===== config.mk =====
export PLATFORM = sky130hd
export DESIGN_NAME = led_matrix_frame_store_serializer
export DESIGN_NICKNAME = d
export VERILOG_FILES = /design/src/hw/rtl/lmfs_pkg.sv /design/src/hw/rtl/lmfs_frame_ram.sv /design/src/hw/rtl/lmfs_seq.sv /design/src/hw/rtl/led_matrix_frame_store_serializer.sv
export SDC_FILE = /design/constraint.sdc
export NUM_CORES = 1
export LEC_CHECK = 0
export BUFFER_PORTS_ARGS = -buffer_cell sky130_fd_sc_hd__buf_2
export CAP_MARGIN = 20
export CORE_MARGIN = 3
export CORE_UTILIZATION = 45
export DETAILED_ROUTE_END_ITERATION = 10
export PLACE_DENSITY_LB_ADDON = 0.15
export SLEW_MARGIN = 20
export SYNTH_ARGS = -nofsm -noshare
export SYNTH_HDL_FRONTEND = slang
export SYNTH_HIERARCHICAL = 1
export SYNTH_SLANG_ARGS = --single-unit

===== constraint.sdc =====
create_clock -name clk_i -period 4.85 [get_ports clk_i]
set_input_delay 0.97 -clock clk_i [delete_from_list [all_inputs] [get_ports clk_i]]
set_output_delay 0.97 -clock clk_i [all_outputs]
set_load 0.01 [all_outputs]

===== src/hw/rtl/lmfs_pkg.sv =====
// ----------------------------------------------------------------------------
// LED matrix frame store package
// Shared types and constants for the frame store, the sequencer and the top.
// ----------------------------------------------------------------------------
package lmfs_pkg;

  // Frame geometry.
  localparam int FRAME_WIDTH  = 24;
  localparam int FRAME_HEIGHT = 16;

  // The store is kept as 16-bit words, each holding two consecutive bytes:
  // the earlier byte in the high half.
  localparam int STORE_BYTES = 48;
  localparam int STORE_WORDS = STORE_BYTES / 2;
  localparam int WORD_AW     = $clog2(STORE_WORDS);

  // Words sent on a flush.
  localparam int FRAME_BYTES = FRAME_WIDTH * FRAME_HEIGHT / 8;
  localparam int FLUSH_RAW   = (FRAME_BYTES + 1) / 2;
  localparam int FLUSH_WORDS = (FLUSH_RAW > STORE_WORDS) ? STORE_WORDS : FLUSH_RAW;

  // Field widths.
  localparam int CODE_W  = 3;
  localparam int CFG_IDX_W = 2;
  localparam int WORD_W  = 16;
  localparam int COUNT_W = 5;

  // Bit counts of the emitted words.
  localparam logic [COUNT_W-1:0] CNT_CODE = 5'd3;
  localparam logic [COUNT_W-1:0] CNT_ADDR = 5'd7;
  localparam logic [COUNT_W-1:0] CNT_CMD  = 5'd12;
  localparam logic [COUNT_W-1:0] CNT_DATA = 5'd16;

  // Register reset values.
  localparam logic [CODE_W-1:0] WRITE_CODE_RST   = 3'd5;
  localparam logic [CODE_W-1:0] COMMAND_CODE_RST = 3'd4;

  typedef enum logic [1:0] {
    ACT_DRAW    = 2'd0,
    ACT_FLUSH   = 2'd1,
    ACT_COMMAND = 2'd2,
    ACT_NONE    = 2'd3
  } action_e;

  typedef enum logic [CFG_IDX_W-1:0] {
    REG_WRITE_CODE   = 2'd0,
    REG_COMMAND_CODE = 2'd1
  } reg_idx_e;

  typedef struct packed {
    logic [1:0] action;
    logic [7:0] pixel_x;
    logic [7:0] pixel_y;
    logic       pixel_on;
    logic [7:0] command_byte;
  } in_item_t;

  typedef struct packed {
    logic [WORD_W-1:0]  serial_word;
    logic [COUNT_W-1:0] bit_count;
    logic               last;
  } result_t;

  // Access request from the sequencer to the frame memory.
  typedef struct packed {
    logic               re;
    logic [WORD_AW-1:0] raddr;
    logic               we;
    logic [WORD_AW-1:0] waddr;
    logic [WORD_W-1:0]  wdata;
  } ram_req_t;

endpackage


===== src/hw/rtl/lmfs_frame_ram.sv =====
// ----------------------------------------------------------------------------
// LED matrix frame memory
// One write and one read port, registered read; entries read as zero until
// first written.
// ----------------------------------------------------------------------------
module lmfs_frame_ram (
  input  logic                          clk_i,
  input  logic                          rst_ni,
  input  lmfs_pkg::ram_req_t            req_i,
  output logic [lmfs_pkg::WORD_W-1:0]   rdata_o
);
  import lmfs_pkg::*;

  logic [WORD_W-1:0]      mem [STORE_WORDS];
  logic [STORE_WORDS-1:0] valid_q;
  logic [WORD_W-1:0]      rdata_q;
  logic                   rvalid_q;

  always_ff @(posedge clk_i) begin
    if (req_i.we) begin
      mem[req_i.waddr] <= req_i.wdata;
    end
    if (req_i.re) begin
      rdata_q <= mem[req_i.raddr];
    end
  end

  // The blank screen after reset comes from the valid bits.
  always_ff @(posedge clk_i or negedge rst_ni) begin
    if (!rst_ni) begin
      valid_q  <= '0;
      rvalid_q <= 1'b0;
    end else begin
      if (req_i.we) begin
        valid_q[req_i.waddr] <= 1'b1;
      end
      if (req_i.re) begin
        rvalid_q <= valid_q[req_i.raddr];
      end
    end
  end

  assign rdata_o = rvalid_q ? rdata_q : '0;

endmodule


===== src/hw/rtl/lmfs_seq.sv =====
// ----------------------------------------------------------------------------
// LED matrix sequencer
// Runs pixel read-modify-write, the flush stream and command words.
// ----------------------------------------------------------------------------
module lmfs_seq (
  input  logic                          clk_i,
  input  logic                          rst_ni,
  input  logic                          accept_i,
  input  lmfs_pkg::in_item_t            item_i,
  input  logic [lmfs_pkg::CODE_W-1:0]   write_code_i,
  input  logic [lmfs_pkg::CODE_W-1:0]   command_code_i,
  input  logic [lmfs_pkg::WORD_W-1:0]   rdata_i,
  output lmfs_pkg::ram_req_t            req_o,
  output logic                          busy_o,
  output logic                          strobe_o,
  output lmfs_pkg::result_t             result_o
);
  import lmfs_pkg::*;

  localparam logic [2:0] ST_IDLE = 3'd0;
  localparam logic [2:0] ST_RMW  = 3'd1;
  localparam logic [2:0] ST_CODE = 3'd2;
  localparam logic [2:0] ST_ADDR = 3'd3;
  localparam logic [2:0] ST_DATA = 3'd4;
  localparam logic [2:0] ST_CMD  = 3'd5;

  localparam logic [WORD_AW-1:0] LAST_WORD = WORD_AW'(FLUSH_WORDS - 1);

  logic [2:0]         state_q, state_d;
  logic [WORD_AW-1:0] cnt_q, cnt_d;
  logic [WORD_AW-1:0] paddr_q, paddr_d;
  logic [3:0]         pbit_q, pbit_d;
  logic               pon_q, pon_d;
  logic [7:0]         cmd_q, cmd_d;
  logic               in_frame;
  logic [WORD_W-1:0]  mask;

  // Pixel mapping: byte index is {x[4:3], y[2:0], y[3]}, so the word is
  // {x[4:3], y[2:0]}; rows 8..15 land in the low byte, and the column counts
  // down from bit 7 of its byte.
  assign in_frame = (item_i.pixel_x < 8'(FRAME_WIDTH)) &&
                    (item_i.pixel_y < 8'(FRAME_HEIGHT));
  assign mask = WORD_W'(1) << pbit_q;

  always_comb begin
    state_d  = state_q;
    cnt_d    = cnt_q;
    paddr_d  = paddr_q;
    pbit_d   = pbit_q;
    pon_d    = pon_q;
    cmd_d    = cmd_q;
    req_o    = '0;
    strobe_o = 1'b0;
    result_o = '0;
    case (state_q)
      ST_IDLE: begin
        if (accept_i) begin
          case (action_e'(item_i.action))
            ACT_DRAW: begin
              if (in_frame) begin
                paddr_d   = {item_i.pixel_x[4:3], item_i.pixel_y[2:0]};
                pbit_d    = {~item_i.pixel_y[3], ~item_i.pixel_x[2:0]};
                pon_d     = item_i.pixel_on;
                req_o.re    = 1'b1;
                req_o.raddr = {item_i.pixel_x[4:3], item_i.pixel_y[2:0]};
                state_d   = ST_RMW;
              end
            end
            ACT_FLUSH: begin
              state_d = ST_CODE;
            end
            ACT_COMMAND: begin
              cmd_d   = item_i.command_byte;
              state_d = ST_CMD;
            end
            default: begin
              state_d = ST_IDLE;
            end
          endcase
        end
      end
      ST_RMW: begin
        req_o.we    = 1'b1;
        req_o.waddr = paddr_q;
        req_o.wdata = pon_q ? (rdata_i | mask) : (rdata_i & ~mask);
        state_d     = ST_IDLE;
      end
      ST_CODE: begin
        strobe_o             = 1'b1;
        result_o.serial_word = WORD_W'(write_code_i);
        result_o.bit_count   = CNT_CODE;
        state_d              = ST_ADDR;
      end
      ST_ADDR: begin
        strobe_o           = 1'b1;
        result_o.bit_count = CNT_ADDR;
        req_o.re           = 1'b1;
        req_o.raddr        = '0;
        cnt_d              = '0;
        state_d            = ST_DATA;
      end
      ST_DATA: begin
        strobe_o             = 1'b1;
        result_o.serial_word = rdata_i;
        result_o.bit_count   = CNT_DATA;
        result_o.last        = (cnt_q == LAST_WORD);
        if (cnt_q == LAST_WORD) begin
          state_d = ST_IDLE;
        end else begin
          req_o.re    = 1'b1;
          req_o.raddr = cnt_q + 1'b1;
          cnt_d       = cnt_q + 1'b1;
        end
      end
      ST_CMD: begin
        strobe_o             = 1'b1;
        result_o.serial_word = WORD_W'({command_code_i, cmd_q, 1'b0});
        result_o.bit_count   = CNT_CMD;
        result_o.last        = 1'b1;
        state_d              = ST_IDLE;
      end
      default: begin
        state_d = ST_IDLE;
      end
    endcase
  end

  assign busy_o = (state_q != ST_IDLE);

  always_ff @(posedge clk_i or negedge rst_ni) begin
    if (!rst_ni) begin
      state_q <= ST_IDLE;
      cnt_q   <= '0;
    end else begin
      state_q <= state_d;
      cnt_q   <= cnt_d;
    end
  end

  always_ff @(posedge clk_i) begin
    paddr_q <= paddr_d;
    pbit_q  <= pbit_d;
    pon_q   <= pon_d;
    cmd_q   <= cmd_d;
  end

endmodule


===== src/hw/rtl/led_matrix_frame_store_serializer.sv =====
// ----------------------------------------------------------------------------
// LED matrix frame store and serializer
// 24x16 one-bit frame store with flush and command word generation.
// ----------------------------------------------------------------------------
// An item is taken when start is high and busy is low. A pixel draw
// reads and writes back one word of the frame memory and gives no
// result; draws outside the frame and the unused action code change
// nothing. A command gives one 12-bit word in the cycle
// after acceptance. A flush gives the write code, a zero address and then
// one 16-bit frame word per cycle from the memory read port, 2 + 24 results
// in consecutive cycles, then busy falls. Each result is shown for exactly
// one cycle with out_strobe_o high; the receiver must take it then, since
// the block does not wait. The store reads as blank after reset with no
// clearing pass. Configuration writes are always accepted and should be
// made only while busy is low.
module led_matrix_frame_store_serializer (
  input  logic                            clk_i,
  input  logic                            rst_ni,
  input  logic                            start,
  output logic                            busy,
  input  lmfs_pkg::in_item_t              item_i,
  output logic                            out_strobe_o,
  output lmfs_pkg::result_t               result_o,
  input  logic                            cfg_valid_i,
  output logic                            cfg_ready_o,
  input  logic [lmfs_pkg::CFG_IDX_W-1:0]  cfg_index_i,
  input  logic [lmfs_pkg::CODE_W-1:0]     cfg_data_i
);
  import lmfs_pkg::*;

  logic [CODE_W-1:0] write_code_q;
  logic [CODE_W-1:0] command_code_q;
  logic              cfg_we;
  logic              accept;
  ram_req_t          ram_req;
  logic [WORD_W-1:0] ram_rdata;

  assign cfg_ready_o = 1'b1;
  assign cfg_we      = cfg_valid_i & cfg_ready_o;
  assign accept      = start & ~busy;

  // Mode code registers; writes to indexes beyond the list are dropped.
  always_ff @(posedge clk_i or negedge rst_ni) begin
    if (!rst_ni) begin
      write_code_q   <= WRITE_CODE_RST;
      command_code_q <= COMMAND_CODE_RST;
    end else if (cfg_we) begin
      case (reg_idx_e'(cfg_index_i))
        REG_WRITE_CODE:   write_code_q   <= cfg_data_i;
        REG_COMMAND_CODE: command_code_q <= cfg_data_i;
        default: begin
        end
      endcase
    end
  end

  lmfs_seq u_seq (
    .clk_i          (clk_i),
    .rst_ni         (rst_ni),
    .accept_i       (accept),
    .item_i         (item_i),
    .write_code_i   (write_code_q),
    .command_code_i (command_code_q),
    .rdata_i        (ram_rdata),
    .req_o          (ram_req),
    .busy_o         (busy),
    .strobe_o       (out_strobe_o),
    .result_o       (result_o)
  );

  lmfs_frame_ram u_ram (
    .clk_i   (clk_i),
    .rst_ni  (rst_ni),
    .req_i   (ram_req),
    .rdata_o (ram_rdata)
  );

endmodule

Word level (Yosys, flattened, before mapping). Memories as Yosys holds them, arrays and structs flattened. A register that Yosys moved wholly into a read port is not among the register bits. Index checks and enable logic that the tools add are counted. Widths: inputs -> output; s select.

Logic and storage cells: 78. Memory bits (writable): 384. Output and inout bits: 25. Memories kept: 1. Input bits: 36. Bits in registers: 57.

Memory list: u_ram.mem (words 24, bits a word 16, read ports 1, clocked after memory_dff 1, write ports 1, line lmfs_frame_ram.sv:14) `logic [WORD_W-1:0] mem [STORE_WORDS];`.

$add $sub $neg: 1. Eq/ne operators: 13. Bitwise logic cells: 8. Mux-type cells: 25. Reductions and logical operators: 14. Shift operators: 1. $lt $le $gt $ge: 5.

Operators by type and width (count): $pmux 16 s3 (1); $mux 16 (2); $mux 6 (4); $or 24x24->24 (1); $mux 22 (1); $pmux 5 s4 (1); $pmux 6 s3 (1); $and 16x16->16 (1); $lt 8x5->1 const B (2); $not 16->16 (1); $or 16x16->16 (1); $shl 1x4->16 const A (1); $lt 5x6->1 const B (2); $pmux 3 s4 (1); $pmux 5 s2 (1); $mux 3 (3); $pmux 3 s3 (1); $eq 3x2->1 const B (2); $eq 3x3->1 const B (2); $reduce_and 2->1 (3); $reduce_and 3->1 (2); $add 5x1->5 const B (1); $bmux 1 s5 (1); $demux 1 s5 (1); 21 further kinds (30).

Longest topological paths before layout.
Depth after elaboration: 10. Depth in mapped cells: 16. Depth with buffers taken out: 10.

Cells and area by module. Netlist, hierarchy kept.

By module, submodules not included: lmfs_frame_ram (instances 1, area an instance 16522.1 um2, cells each 783, sequential area each 12637.1 um2); lmfs_seq (instances 1, area an instance 1899.3 um2, cells each 176, sequential area each 740.7 um2); led_matrix_frame_store_serializer (instances 1, area an instance 259.0 um2, cells each 17, sequential area each 153.9 um2).

Least setup slack after synthesis. No wires, ideal clock.

Path type: input -> register. Start: input item_i[24] in the netlist's numbering. End: register u_ram.rvalid_q. Library setup time: 123 ps. Path slack: 605 ps. Data required time: 4727 ps. Stages: 5. Data arrival time: 4122 ps. Path buffers: 0. Cells stage by stage: nor4_1 -> nand3_1 -> o41ai_1 -> o311ai_0 -> o22a_1.

RTL lines: start, declared (line led_matrix_frame_store_serializer.sv:21) `input lmfs_pkg::in_item_t item_i,`; end signal, assigned (line lmfs_frame_ram.sv:38) `rvalid_q <= valid_q[req_i.raddr];`; end, declared (line lmfs_frame_ram.sv:17) `logic rvalid_q;`.

==> summary.md <==
| Metric | Value |
|---|---|
| CTS Buf Count | `49` |
| Synth area leaders | `edfxtp_1, mux4_2, dfrtp_1` |
| Die Span Y | `210 um` |
| Multiplexer share of the synthesized area | `15.8%` |
| Final Power | `10.6 mW` |
| Worst Tran Pin Value | `0.984 ns` |
| Main combinational cell family by area after synthesis | `multiplexers` |
| Min-delay src | `u_ram/valid_q[15]` |
| H-Tree Depth | `2` |
| Leak Pwr | `7.11 nW` |
| Mapped cell area | `18700 um2` |
| Final period util | `around nine tenths` |
| Setup violators final | `0` |
| RSZ-0062 raised after global routing | `false` |
| Largest net degree at the start of global routing | `65` |
| Synth Area in XOR/XNOR | `less than 1%` |
| Crit Path Max Fanout | `32` |
| Hold-fix buffers, CTS | `0` |
| Post-layout min period | `around 4.3 ns` |
| Peak supply drop | `0.241 mV` |
| Vias per cell | `5.77` |
| Starting density of the core | `45.6%` |
| Area fraction in compound gates after synthesis | `3.79%` |
| Crit path kind | `flop to flop` |
| HP Class | `flop to flop` |
| NumNets Final | `1116` |
| GRT Overall Usage | `20.9%` |
| Synthesis-to-finish area growth | `14.3%` |
| Rel. slew slack | `34.3%` |
| Initial antenna violation count | `0` |
| Filler cell count | `around 3300` |
| Asr flop ratio synth | `8.53%` |
| Most used cell, CP | `nor2b_1` |
| Grt ovf | `0` |
| Chip width | `210 um` |
| CTS tree | `done` |
| Hpwl dp | `27000 um` |
| WL per Instance | `27.6 um` |
| Antenna cells | `0` |
| Die area | `between 40000 and 50000 um2` |
| CTS sink count | `457` |
| Cells after synthesis | `976` |
| Number of synthesized flops with an enable pin | `418` |
| Seq/Total Area, Yosys | `72.4%` |
| Crit path cell chain | `nor3_2 -> inv_2 -> nor2b_1 -> nor2b_1 -> buf_4 -> nand4b_1 -> o22ai_4 -> buf_12 -> mux4_2 -> mux2_2 -> a22oi_1 -> o31ai_1` |
| Drt initial violations | `917` |
| Num rows | `74` |
| Fin Hold WS | `~0.46 ns` |
| Simple-Gate Fraction of Synth Area | `around 5.6%` |
| Core area | `around 41000 um2` |
| Setup crit end kind | `flop` |
| Synth top area share | `67.2%` |
| Post-Synth Adder-Cell Area | `0.0670%` |
| Area of the multi-input gates | `just under 5000 um2` |
| Post-Syn Nets | `1013` |
| Global placement routability congestion | `0.843` |
| Most instantiated cells after synthesis | `edfxtp_1, mux4_2, mux2_2, mux2i_1` |
| DRC errors left | `0` |
| Post-synth cell types | `60` |
| Port Buf Inserts | `59` |
| Final Hold Fails | `0` |
| Syn. warnings | `6` |
| Antenna-violating nets left | `0` |
| Slew Viols, Final | `0` |
| Post-cts resize count | `0` |
| Vias | `9511` |
| Final setup TNS | `0 ns` |
| Register bit total from synthesis | `457` |
| IO Count | `61` |
| Origin of the critical flop-to-flop path | `u_seq/state_q[0]` |
| First-pass DRT Iterations | `5` |
| Top-count cell post-synth | `edfxtp_1` |
| Pwr dens | `496 nW/um2` |
| Reg2reg setup slack | `0.51 ns` |
| Setup bufs post-CTS | `0` |
| Crit-path slowest cell | `dfrtp_1` |
| Syn_area_per_cell | `19.1 um2` |
| First-pass GRT wire length | `66600 um` |
| Worst path max stage delay | `0.54 ns` |
| Status | `completed` |
| Storage cell area | `13500 um2` |
| Routed WL | `approximately 46000 um` |
| CP required | `about 5.1 ns` |
| CP Data Arrival Time | `4.64 ns` |
| Clk_lat worst skew | `0.58 ns` |
| Layout cells sized above 1 | `a little over a third` |
| Worst Skew | `roughly 0.014 ns` |
| Max-cap viol count | `0` |
| Reg clk slew, reported paths | `about 0.060 ns` |
| Yosys top cell by area | `edfxtp_1` |
| Max Freq | `roughly 0.23 GHz` |
| Vias in the first global route | `9652` |
| Clock Root Buffer | `clkbuf_16` |
| Bufs on Longest Clock Path | `3` |
| Crit path launch type | `flop` |
| Main synth FF type | `edfxtp_1` |
| CP Launch Point | `u_seq/state_q[0]` |
[flip-flops by register name (all words and copies together), names as in the netlist]
signal,count
command_code_q,3
u_ram/mem,384
u_ram/rdata_q,16
u_ram/rvalid_q,1
u_ram/valid_q,24
u_seq/cmd_q,8
u_seq/cnt_q,5
u_seq/paddr_q,5
u_seq/pbit_q,4
u_seq/pon_q,1
u_seq/state_q,3
write_code_q,3
[placed cells by master (no fill, tap or decap), types with 12 or more instances in the layout]
cell type / netlist / final
mux2_2: 55 / 55
or2_2: 24 / 24
mux2i_1: 49 / 49
nor2_2: 0 / 24
o21ai_0: 14 / 12
buf_4: 15 / 43
edfxtp_1: 418 / 418
clkbuf_16: 0 / 50
nand2_1: 12 / 12
dfrtp_1: 36 / 36
and2_1: 29 / 29
buf_2: 8 / 59
mux4_2: 82 / 82
clkinv_1: 1 / 14
nor2_4: 10 / 13
[metrics by stage]
stage	utilization, %	cells	worst slack [ns]	instance area, um2
after floorplan	-	976	0.605	18700
after global placement	48.5	1560	0.646	19800
after detailed placement	48.5	1560	0.573	19900
after CTS	52.2	1649	0.525	21400
after global routing	52.2	1649	0.284	21400
final	52.2	1649	0.507	21400
[worst max-delay path, delay by kind of cell (launching register included)]
kind	cells	cell delay, ns
compound gates	3	1.03
simple gates	4	1.02
mux	2	0.82
buf+inv	3	0.62
flops	1	0.54
[cell families after synthesis]
family                     count (synthesis)
DFF                                      457
muxes                                    186
and+or+nand+nor                          165
AOI/OAI and AO/OA                        100
buffers and inverters                     64
xor gates and xnor gates                   2
adders and majority gates                  1
other                                      1
[per-layer routing]
layer | up-vias | share of wire, % | global-route usage [%]
met3 | 76 | 6.6 | 3.89
met4 | 0 | 3.0 | 7.16
met2 | 335 | 47 | 32.9
li1 | 4155 | - | -
met1 | 4945 | 44 | 29.8
met5 | - | 0 | 0
[final cells by class]
type / count / share of cell area, %
clock inverter: 25 / 0.826
multi-input combinational: 455 / 22.9
tap: 532 / 3.12
timing repair buffer: 107 / 3.36
sequential: 457 / 63.3
inverter: 9 / 0.158
clock buffer: 64 / 6.24
[path summary, 6_finish.rpt]
kind / to / cells past startpoint
min reg2reg: u_ram/valid_q[15] / 1
min in group asynchronous: u_seq/cnt_q[0] / 1
max in group asynchronous: u_ram/valid_q[14] / 1
max reg2reg: u_ram/rdata_q[5] / 12
max: u_ram/rdata_q[5] / 12
min: u_ram/valid_q[15] / 1
[where the power goes]
part | internal (mW) | leakage [nW] | switching, mW
clock network | 2.03 | 0.738 | 1.48
logic | 0.980 | 1.96 | 1.31
registers | 4.66 | 4.41 | 0.126
Note: power is estimated with default switching activity, not from simulation.
